[src/rtl/qaem_ram.sv]
// qaem_ram: single write port, single read port memory with registered read data.
// Depends on nothing; holds the weights and the flip gains.
`default_nettype none
module qaem_ram #(
  parameter int DEPTH = 64,
  parameter int WIDTH = 16,
  parameter int AW    = $clog2(DEPTH)
) (
  input  wire logic             clk,
  input  wire logic             we,
  input  wire logic [AW-1:0]    waddr,
  input  wire logic [WIDTH-1:0] wdata,
  input  wire logic [AW-1:0]    raddr,
  output logic      [WIDTH-1:0] rdata
);
  logic [WIDTH-1:0] mem [DEPTH];

  always_ff @(posedge clk) begin
    if (we) begin
      mem[waddr] <= wdata;
    end
  end

  always_ff @(posedge clk) begin
    rdata <= mem[raddr];
  end
endmodule
`default_nettype wire

[config.mk]
export PLATFORM = sky130hd
export DESIGN_NAME = qaem_ram
export DESIGN_NICKNAME = d
export VERILOG_FILES = /design/src/rtl/qaem_ram.sv
export SDC_FILE = /design/constraint.sdc
export NUM_CORES = 1
export LEC_CHECK = 0
export BUFFER_PORTS_ARGS = -buffer_cell sky130_fd_sc_hd__buf_2
export CAP_MARGIN = 20
export CORE_MARGIN = 3
export CORE_UTILIZATION = 50
export CTS_CLUSTER_SIZE = 8
export DETAILED_ROUTE_END_ITERATION = 12
export GPL_TIMING_DRIVEN = 0
export PLACE_DENSITY = 0.65
export SLEW_MARGIN = 20
export SYNTH_ARGS = -nofsm -noshare
export SYNTH_HDL_FRONTEND = slang
export SYNTH_SLANG_ARGS = --single-unit
[constraint.sdc]
create_clock -name clk -period 5.4 [get_ports clk]
set_input_delay 0.54 -clock clk [delete_from_list [all_inputs] [get_ports clk]]
set_output_delay 0.54 -clock clk [all_outputs]
set_load 0.02 [all_outputs]
==> flow_summary_export.csv <==
group,metric,value,unit
synthesis,syn_area,0.0400,mm2
detailed_routing,drc,0,
placement,routabilityCongestion,0.885,
global_route,grt_pass1_wl,145,mm
floorplanning,die_area,0.0835,mm2
global_route,antenna_found_initial,6,
synthesis,synth.avg_cell_area,21.9,um2
power,comb_power_share,5.1,%
detailed_routing,vias_per_cell,6.33,
timing,setup_violations,0,
finish,syn2layout_area_growth,16.3,%
synthesis,ys_seq_area_share,77.6,%
floorplanning,die_w,289,um
clock_tree,post_cts_buffers,0,
clock_tree,cts_tree,"done",
synthesis,ys_warn_count,0,
setup_path,crit_path_end_kind,"flop",
global_route,grt_max_degree,65,
synthesis,ys.flop_type,"edfxtp_1",
timing,clock.fmax,0.362,GHz
setup_path,worstPathArrival,3.31,ns
timing,final-max-slew-violation-count,0,
placement,dp_hpwl,65.0,mm
timing,post-route-period-util,51.2,%
setup_path,crit_type,"input port to flop",
finish,finish.utilization,58.9,%
timing,tns,0,ns
synthesis,synthCells,1829,
outcome,status,"complete, no violations",
finish,fill_cells,5567,
setup_path,worstPathMaxFanout,10,
timing,worst_pin_slew,1.08,ns
synthesis,synth_edf_count,1024,
setup_path,cp.required,5.94,ns
clock_tree,cts-htree-levels,4,
detailed_routing,wire_per_inst,31.7,um
setup_path,cp-start-kind,"input port",
floorplanning,core_area,0.0791,mm2
floorplanning,io_pins,46,
power,swShare,20.8,%
clock_tree,clock_sinks,1040,
finish,nets,2112,
setup_path,r2r_slack,2.92,ns
synthesis,yosysUniqueCellTypes,43,
synthesis,syn-num-nets,1859,
clock_tree,path_clk_slew,0.05,ns
timing,finalHoldViolCount,0,
power,seqPwrFrac,49.9,%
placement,io_buffers,38,
clock_tree,clock_latency,0.71,ns
synthesis,ys_ff_latch,1040,
finish,multi_input_area,0.00840,mm2
timing,skew,0.0182,ns
global_route,grt_use_total,24.9,%
power,power.internal,14.3,mW
hold_path,hold_path_class,"input port to flop",
clock_tree,ctsHoldBuffers,0,
timing,rsz0062_at_grt,"no",
clock_tree,cts_resized,0,
finish,ff_latch_area,0.0311,mm2
clock_tree,cts.path.max_buffers,3,
power,p_clk_share,45.0,%
finish,final_common_cell,"edfxtp_1",
timing,fin_crit,2.77,ns
clock_tree,cts_root_buf,"clkbuf_16",
floorplanning,start_util,50.6,%
floorplanning,die-height,289,um
finish,drive_gt1_share,31.2,%
detailed_routing,vias,20100,
detailed_routing,postRouteAntennaNets,0,
detailed_routing,drtIter0Drc,2550,
flow_run,drv_cap,0,
finish,final_cell_mix,"edfxtp_1 (1024), mux4_2 (220), clkbuf_16 (152)",
floorplanning,rows,103,
global_route,grt-ovfl-total,0,
detailed_routing,finalWirelength,101,mm
global_route,grt_pass1_vias,20200,
power,p_leak,14.9,nW
power,switching_power,3.74,mW
detailed_routing,dr.pass1.iters,5,
synthesis,postSynth.asyncResetShare,0,%
power,ir_drop,0.366,mV
clock_tree,cts-buffers-inserted,147,
timing,slew_headroom,27.8,%
power,p_per_area,386,mW/mm2
power,total_power,18.0,mW
## cells in the mapped netlist (17+ instances only)
library cell / n / area share (%)
buf_6: 17 / 0.48
nand3_1: 24 / 0.30
mux4_2: 220 / 12
a21oi_1: 17 / 0.21
mux2_2: 27 / 0.76
clkbuf_1: 24 / 0.22
nor2_1: 72 / 0.67
nand2_1: 59 / 0.55
nor2b_1: 30 / 0.47
buf_2: 36 / 0.45
edfxtp_1: 1024 / 77
a22oi_1: 39 / 0.73
mux2i_1: 85 / 2.1
## power groups by stage
| stage | Combinational [mW] | Clock (mW) | Sequential, mW |
|---|---|---|---|
| final | 0.916 | 8.11 | 8.98 |
| after global routing | 0.964 | 8.58 | 8.97 |
| after CTS | 0.918 | 8.22 | 8.98 |
| after detailed placement | 0.916 | 0 | 9.13 |
| after global placement | 0.882 | 0 | 9.12 |
| after floorplan | 0.463 | 0 | 9.14 |
## metrics by stage
step | hold WS (ns) | setup slack, ns | cell area [um2] | std cells
after floorplan | 0.639 | 2.83 | 40000 | 1829
after detailed placement | 0.885 | 2.01 | 42600 | 2983
final | 0.406 | 2.63 | 46600 | 3170
after global placement | 0.859 | 1.53 | 41500 | 2917
after CTS | 0.404 | 2.76 | 46600 | 3166
after global routing | 0.413 | 2.63 | 46600 | 3166
## per-layer routing
metal	GRT usage (%)	routed length [um]	up-vias
met5	0	0	-
met4	8.53	3240	0
met3	5.65	9300	213
met1	35.2	39600	10700
met2	38.9	48400	1037
li1	-	-	8167
## final timing paths
path | from | depth (start not counted) | to
hold / removal | wdata[14] | 1 | mem[29][14]
hold reg to reg | mem[32][1] | 3 | rdata[1]
setup reg to reg | mem[23][9] | 5 | rdata[9]
setup / recovery | raddr[2] | 8 | rdata[9]
## kinds of logic (layout without fill, tap and decap cells)
kind of cell	Yosys count	count (layout)	share of synthesized area [%]
AOI/OAI and AO/OA	129	129	2.41
buffers and inverters	104	391	1.83
DFF	1040	1040	77.6
muxes	336	336	15.5
other	0	4	0
and+or+nand+nor	220	220	2.65
## registers in the layout (all words and copies together), names as in the netlist
name,cells
mem,1024
rdata,16
## critical path: stages
cell and delay, ns:
buf_2 0.22, buf_4 0.23, buf_2 0.46, mux4_2 0.38, mux2i_1 0.43, a22oi_1 0.18
a31oi_1 0.73, a311oi_1 0.12
## area by class of cell
| cell class | count | area share, % |
|---|---|---|
| flip-flops and latches | 1040 | 66.7 |
| diodes | 4 | 0.0215 |
| repair buffers | 104 | 2.25 |
| well taps | 1050 | 2.82 |
| clock buffers | 173 | 8.33 |
| plain buffers | 104 | 1.57 |
| multi-input cells | 685 | 18.0 |
| clock inverters | 10 | 0.269 |
(Power assumes the default switching activity.)
