===== src/rtl/qaem_pkg.sv =====
// qaem_pkg: shared types, mode codes and constants of the QUBO annealing move engine.
// Depends on nothing; files other than qaem_if and qaem_ram use its names by scope.
`default_nettype none
package qaem_pkg;

  localparam int GAIN_BITS = 24;
  localparam int OBJ_BITS  = 29;
  localparam int FRAC_BITS = 12;

  localparam logic [2:0] MODE_WRITE   = 3'd0;
  localparam logic [2:0] MODE_START   = 3'd1;
  localparam logic [2:0] MODE_INIT    = 3'd2;
  localparam logic [2:0] MODE_PROPOSE = 3'd3;
  localparam logic [2:0] MODE_READ    = 3'd4;

  // 2^-(2^-b) in Q0.32, b = 1 .. FRAC_BITS
  localparam logic [31:0] POW_HALF_Q32 [FRAC_BITS] = '{
    32'd3037000500, 32'd3611622603, 32'd3938502376, 32'd4112874753,
    32'd4202935003, 32'd4248722085, 32'd4271771996, 32'd4283353945,
    32'd4289156690, 32'd4292061010, 32'd4293513907, 32'd4294240540
  };

  typedef enum logic [2:0] {
    ST_CLR, ST_IDLE, ST_WR2, ST_INIT, ST_PGAIN, ST_PDEC, ST_FLIP, ST_DONE
  } state_t;

  typedef struct packed {
    logic acc;
    logic up;
  } dec_t;

  // 2^-q for a Q0.12 fraction q, rounded to Q0.16 (may reach 65536)
  function automatic logic [16:0] exp_q(input logic [FRAC_BITS-1:0] q);
    logic [63:0] m;
    logic [63:0] r;
    m = 64'h1_0000_0000;
    for (int b = 0; b < FRAC_BITS; b++) begin
      if (q[FRAC_BITS-1-b]) begin
        m = (m * 64'(POW_HALF_Q32[b])) >> 32;
      end
    end
    r = (m + 64'd32768) >> 16;
    return r[16:0];
  endfunction

endpackage
`default_nettype wire


===== src/rtl/qaem_accept.sv =====
// qaem_accept: acceptance test, uphill always passes; downhill: registered gain times
// inverse temperature, then a fraction table lookup and shift. Depends on qaem_pkg.
`default_nettype none
module qaem_accept #(
  parameter int ENTRIES = 64
) (
  input  wire logic                                   clk,
  input  wire logic                                   en,
  input  wire logic signed [qaem_pkg::GAIN_BITS-1:0]  gain,
  input  wire logic [15:0]                            uniform,
  input  wire logic [15:0]                            inv_temp,
  output qaem_pkg::dec_t                              dec
);
  localparam int GB  = qaem_pkg::GAIN_BITS;
  localparam int FB  = qaem_pkg::FRAC_BITS;
  localparam int EW  = GB + 16;
  localparam int IXW = (ENTRIES > 1) ? $clog2(ENTRIES) : 1;

  logic signed [GB:0] g_ext;
  logic signed [GB:0] g_neg;
  logic [GB-1:0]      mag;
  logic [EW-1:0]      e_r;
  logic               up_r;
  logic [15:0]        uni_r;
  logic [EW-FB-1:0]   sh;
  logic               too_far;
  logic [FB+IXW:0]    idx_prod;
  logic [IXW-1:0]     idx;
  logic [16:0]        tab [ENTRIES];
  logic [16:0]        thr;

  for (genvar t = 0; t < ENTRIES; t++) begin : g_tab
    localparam int Q = (t * (2 ** FB)) / ENTRIES;
    assign tab[t] = qaem_pkg::exp_q(FB'(Q));
  end

  assign g_ext = (GB+1)'(gain);
  assign g_neg = -g_ext;
  assign mag   = g_neg[GB-1:0];

  always_ff @(posedge clk) begin
    if (en) begin
      e_r   <= EW'(mag) * EW'(inv_temp);
      up_r  <= (gain > 0);
      uni_r <= uniform;
    end
  end

  assign sh       = e_r[EW-1:FB];
  assign too_far  = (|sh[EW-FB-1:5]) || (sh[4:0] >= 5'd17);
  assign idx_prod = (FB+IXW+1)'(e_r[FB-1:0]) * (FB+IXW+1)'(ENTRIES);
  assign idx      = idx_prod[FB+IXW-1:FB];
  assign thr      = tab[idx] >> sh[4:0];

  assign dec.up  = up_r;
  assign dec.acc = up_r || (!too_far && ({1'b0, uni_r} < thr));
endmodule
`default_nettype wire


===== config.mk =====
export PLATFORM = sky130hd
export DESIGN_NAME = qaem_accept
export DESIGN_NICKNAME = d
export VERILOG_FILES = /design/src/rtl/qaem_pkg.sv /design/src/rtl/qaem_accept.sv
export SDC_FILE = /design/constraint.sdc
export NUM_CORES = 1
export LEC_CHECK = 0
export ABC_AREA = 0
export BUFFER_PORTS_ARGS = -buffer_cell sky130_fd_sc_hd__buf_2
export CORE_MARGIN = 2
export CORE_UTILIZATION = 55
export DETAILED_ROUTE_END_ITERATION = 12
export PLACE_DENSITY_LB_ADDON = 0.08
export SETUP_SLACK_MARGIN = 0.15
export SYNTH_ARGS = -nofsm -noshare
export SYNTH_HDL_FRONTEND = slang
export SYNTH_SLANG_ARGS = --single-unit

===== constraint.sdc =====
create_clock -name clk -period 16.15 [get_ports clk]
set_input_delay 0 -clock clk [delete_from_list [all_inputs] [get_ports clk]]
set_output_delay 0 -clock clk [all_outputs]
set_load 0.005 [all_outputs]

==> impl_metrics.env, run 1 <==
export IMPL_cts_buffer_depth=2
export IMPL_mostFrequentLayoutCell="inv_1"
export IMPL_area_growth_pct=5.40
export IMPL_yosysSeqAreaShare_pct=9.27
export IMPL_rsz0062_at_grt="no"
export IMPL_hold_viol=0
export IMPL_grt_pass1_wl_um=68200
export IMPL_initial_core_util_pct=55.7
export IMPL_cp_required_ns=16.19
export IMPL_cts_buffers=5
export IMPL_die_area_um2=31400
export IMPL_dr_total_vias=12800
export IMPL_setup_viol_count_final=0
export IMPL_grt_overflow_total=0
export IMPL_synth_edf_count=51
export IMPL_tightest_slew_ns=1.18
export IMPL_period_needed_ns=8.02
export IMPL_post_cts_resized=0
export IMPL_synth_top_flop_cell="edfxtp_1"
export IMPL_cts_tree="done"
export IMPL_antenna_found_initial=0
export IMPL_cts_sinks=51
export IMPL_wl_um=41300
export IMPL_maxClockFrequency_ghz=0.125
export IMPL_use_met3_pct=2.21
export IMPL_postCtsSetupBuffers=0
export IMPL_syn_inst=1862
export IMPL_status="complete, no violations"
export IMPL_io_buffers=59
export IMPL_critPathMaxStageDelay_ns=0.55
export IMPL_end_kind="register"
export IMPL_via_per_inst=5.68
export IMPL_firstDrtPassIters=5
export IMPL_yosysWarnings=0
export IMPL_syn_nets=2362
export IMPL_path_clk_slew_ns=0.08
export IMPL_top_usage_layer="met2"
export IMPL_grt_start_max_net_pins=63
export IMPL_die_w_um=177
export IMPL_critPathTopFamily="adder cells"
export IMPL_nNetsFinal=2368
export IMPL_drive_gt1_share_pct=6.69
export IMPL_slowest_stage="fa_1"
export IMPL_grt_total_usage_pct=27.5
export IMPL_cap_violations=0
export IMPL_crit_type="in -> reg"
export IMPL_drt_wirelength_per_cell_um=18.3
export IMPL_tns_ns=0
export IMPL_crit_top_cell="fa_1"
export IMPL_core_area_um2=29600
export IMPL_cp_max_fo=17
export IMPL_ios=60
export IMPL_grt_pass1_vias=13000
export IMPL_syn_avg_cell_area_um2=8.87
export IMPL_synth_cell_types=72
export IMPL_gp_congestion=0.880
export IMPL_drt_first_iter_violations=937
export IMPL_die_y_um=177
export IMPL_root_buffer="clkbuf_16"
export IMPL_async_reset_ff_share_pct=0
export IMPL_dpl_hpwl_um=32300
export IMPL_slew_headroom_pct=21.0
export IMPL_arrival_ns=8.05
export IMPL_htreeDepth=2
export IMPL_rows=63
export IMPL_globalRouteMet2Util_pct=46.6
export IMPL_synth_area_um2=16500
export IMPL_ant_nets=0
export IMPL_finalCritPeriodShare_pct=49.6
export IMPL_ys_ff_latch=51
export IMPL_critical_path_buf_inv_count=6
export IMPL_finalMaxSlewViolations=0
export IMPL_mostFrequentLayoutCells="inv_1 (340), fa_1 (305), nand2_1 (269)"
export IMPL_n_antenna_cell=0
export IMPL_crit_path_start_kind="input pin"
export IMPL_grtUsageMet1_pct=39.1
export IMPL_hold_path_class="in -> reg"
export IMPL_remaining_drc_errors=0
==> per-layer routing <==
metal  part of all wire, %  wire length, um
met4                   2.0              808
met5                     0                0
met2                    49            20400
met1                    43            17800
met3                   5.4             2230
==> layout make-up <==
cell class                      count  area (um2)
Multi-Input combinational cell   1370       13300
Fill cell                        2744       12200
Sequential cell                    51        1530
Inverter                          344        1290
Timing Repair Buffer               96         613
Tap cell                          390         488
Clock buffer                        5         125
Clock inverter                      3        27.5
==> per-stage QoR <==
step	hold slack [ns]	utilization [%]	worst slack, ns	cells	cell area (um2)
floorplan	0.0989	-	8.75	1862	16500
global placement	0.177	57.7	8.06	2235	17100
detailed placement	0.178	57.7	7.85	2235	17100
CTS	0.0624	58.8	8.15	2259	17400
global route	0.0557	58.8	7.57	2259	17400
finish	0.0633	58.8	8.13	2259	17400
==> final timing paths <==
check	from	to	slack [ns]	depth (start not counted)
min	gain[23]	up_r	0.06	2
max	gain[0]	e_r[39]	8.13	29
==> flip-flops by register name, summed over array words and instances, names as in the netlist <==
signal  cells
uni_r      16
e_r        34
up_r        1
==> Yosys cell counts, types with 4 or more instances <==
master | count | area share [%]
buf_2 | 13 | 0.39
a31oi_1 | 9 | 0.34
a21boi_0 | 4 | 0.18
o31ai_1 | 11 | 0.50
nor2b_1 | 22 | 0.83
nand2b_1 | 14 | 0.53
o211ai_1 | 14 | 0.64
nor4_1 | 11 | 0.42
mux2_2 | 13 | 0.89
ha_1 | 137 | 10
o21ai_0 | 45 | 1.4
a211oi_1 | 14 | 0.64
nand2_1 | 269 | 6.1
nand4_1 | 12 | 0.45
a21o_1 | 12 | 0.55
xnor2_1 | 37 | 2.0
clkbuf_1 | 77 | 1.7
or3_1 | 6 | 0.23
fa_1 | 305 | 37
edfxtp_1 | 51 | 9.3
xor2_1 | 18 | 0.95
o311ai_0 | 5 | 0.27
mux2i_1 | 12 | 0.73
nand3_1 | 17 | 0.51
nor2_1 | 56 | 1.3
nor3b_1 | 4 | 0.18
and3_1 | 8 | 0.30
a22oi_1 | 6 | 0.27
and2_1 | 172 | 6.5
a21oi_1 | 51 | 1.5
nor3_1 | 20 | 0.61
inv_1 | 340 | 7.7
mux4_2 | 10 | 1.4
==> repair_timing <==
item,4_1_cts,5_1_grt
endpoints found under the hold margin,16,0
hold buffers,16,0
endpoints found under the setup margin,0,0
==> logic make-up (layout without fill, tap and decap cells) <==
family	after synthesis	count (layout)	share of synthesized area [%]
buf+inv	441	448	10.3
compound gates	213	213	8.62
mux	35	35	2.98
fa+ha+maj	442	442	47.3
flops	51	51	9.27
xor+xnor	55	55	2.92
simple gates	625	625	18.6
Power of run 1 is not shown: default switching activity piles up to over one toggle a cycle in this logic, so the estimate is an artifact.
==> inputs of run 2 (changes only) <==
- clock period: 16.15 -> 6.47 ns (I/O delays scaled with it)
==> run 2 against run 1 <==
The run now ends with negative setup slack left. Setup slack worse by 8.2 ns. Via count is 6.2% higher. Critical path depth stayed put. Global-route usage increased by 1.7 points. Final area increased by 11%. Critical path type unchanged. Highest routed layer unchanged.
==> impl_metrics.env, run 2 (synthesized netlist as in run 1, its figures left out) <==
export IMPL_status="finished, violations left"
export IMPL_violations="negative setup slack"
export IMPL_tightest_slew_ns=1.12
export IMPL_period_needed_ns=6.51
export IMPL_cap_violations=0
export IMPL_dpl_hpwl_um=35100
export IMPL_largest_register="e_r"
export IMPL_grt_total_usage_pct=29.2
export IMPL_drive_gt1_share_pct=19.1
export IMPL_maxClockFrequency_ghz=0.154
export IMPL_die_w_um=177
export IMPL_end_kind="register"
export IMPL_multiInputGateArea_um2=14000
export IMPL_root_buffer="clkbuf_16"
export IMPL_grt_overflow_total=0
export IMPL_arrival_ns=6.57
export IMPL_slew_headroom_pct=25.2
export IMPL_grt_start_max_net_pins=63
export IMPL_gp_congestion=0.937
export IMPL_core_area_um2=29600
export IMPL_hold_path_class="in -> reg"
export IMPL_crit_path_start_kind="input pin"
export IMPL_cts_sinks=51
export IMPL_via_per_inst=5.61
export IMPL_crit_top_cell="fa_1"
export IMPL_rsz0062_at_grt="yes"
export IMPL_min_delay_start="gain[23]"
export IMPL_firstDrtPassIters=8
export IMPL_ios=60
export IMPL_path_clk_slew_ns=0.07
export IMPL_rows=63
export IMPL_finalMaxSlewViolations=0
export IMPL_hold_path_depth=2
export IMPL_nNetsFinal=2535
export IMPL_final_cells=2426
export IMPL_dr_total_vias=13600
export IMPL_drt_first_iter_violations=1170
export IMPL_initial_core_util_pct=55.7
export IMPL_critPathMaxStageDelay_ns=0.54
export IMPL_drt_wirelength_per_cell_um=18.0
export IMPL_cts_tree="done"
export IMPL_htreeDepth=2
export IMPL_finalCritPeriodShare_pct=101
export IMPL_antenna_found_initial=0
export IMPL_area_growth_pct=17.3
export IMPL_cp_required_ns=6.52
export IMPL_mostFrequentLayoutCell="inv_1"
export IMPL_io_buffers=59
export IMPL_ant_nets=0
export IMPL_n_antenna_cell=0
export IMPL_cp_max_fo=8
export IMPL_cts_buffers=5
export IMPL_reg_largest_list="e_r x34, uni_r x16, up_r x1"
export IMPL_fin_ws_ns=-0.0401
export IMPL_cts_buffer_depth=2
export IMPL_die_area_um2=31400
export IMPL_remaining_drc_errors=0
export IMPL_largest_register_ffs=34
export IMPL_dpl_instance_area_um2=18500
export IMPL_mostFrequentLayoutCells="inv_1 (334), fa_1 (295), nand2_1 (258)"
export IMPL_seq_area_um2=1530
export IMPL_hold_viol=0
export IMPL_grt_pass1_vias=14200
export IMPL_crit_type="in -> reg"
export IMPL_wl_um=43600
export IMPL_dp_cells=2374
export IMPL_grt_pass1_wl_um=72800
export IMPL_slowest_stage="fa_1"
export IMPL_fillers=2487
export IMPL_worstHoldEndpoint="up_r"
export IMPL_stdcell_area_um2=19400
export IMPL_die_y_um=177
export IMPL_setup_viol_count_final=3
[run 2: how the worst max path moves through the flow]
stage | startpoint | to | slack (ns) | cells past startpoint
CTS | gain[1] | e_r[39] | -0.04 | 29
floorplan | gain[0] | e_r[38] | -0.19 | 30
finish | gain[6] | e_r[34] | -0.04 | 29
global route | gain[2] | e_r[34] | -0.34 | 27
detailed placement | gain[1] | e_r[39] | -0.55 | 27
global placement | gain[1] | e_r[39] | -0.44 | 27
[run 2: through the flow]
step	TNS (ns)	hold WS (ns)	utilization, %	worst slack [ns]
5_1_grt	-2.89	0.140	65.4	-0.340
6_report	-0.0981	0.141	65.4	-0.0401
3_3_place_gp	-4.81	0.178	62.6	-0.439
3_5_place_dp	-6.99	0.178	62.6	-0.546
2_1_floorplan	-0.913	0.0989	-	-0.186
4_1_cts	-0.0378	0.114	64.8	-0.0378
[run 2: layer usage]
metal  track usage (%)  routed length, um  vias up
met5                 0                  0        -
met1              40.6              18900     6790
met4              7.86               1120        0
met3              3.38               2690       77
li1                  -                  -     6226
met2              48.7              20900      523
[run 2: final cells by class]
class | instances | share of cell area, %
multi-input cells | 1371 | 72.2
flip-flops and latches | 51 | 7.90
clock inverters | 3 | 0.142
well taps | 390 | 2.52
inverters | 344 | 6.70
repair buffers | 262 | 9.91
clock buffers | 5 | 0.646
[run 2: what timing repair did]
item	CTS	global route
pin swaps	47	23
setup endpoints to repair	19	23
hold endpoints to repair	16	0
gates resized for setup	40	30
gates cloned	1	0
hold buffers	16	0
setup buffers	21	6
[run 2: worst max-delay path, delay by kind of cell]
| kind | cells | cell delay [ns] |
|---|---|---|
| fa+ha+maj | 7 | 3.13 |
| compound gates | 7 | 1.43 |
| simple gates | 6 | 1.02 |
| buf+inv | 7 | 0.71 |
| xor+xnor | 2 | 0.24 |
Power of run 2 is left out for the same reason.
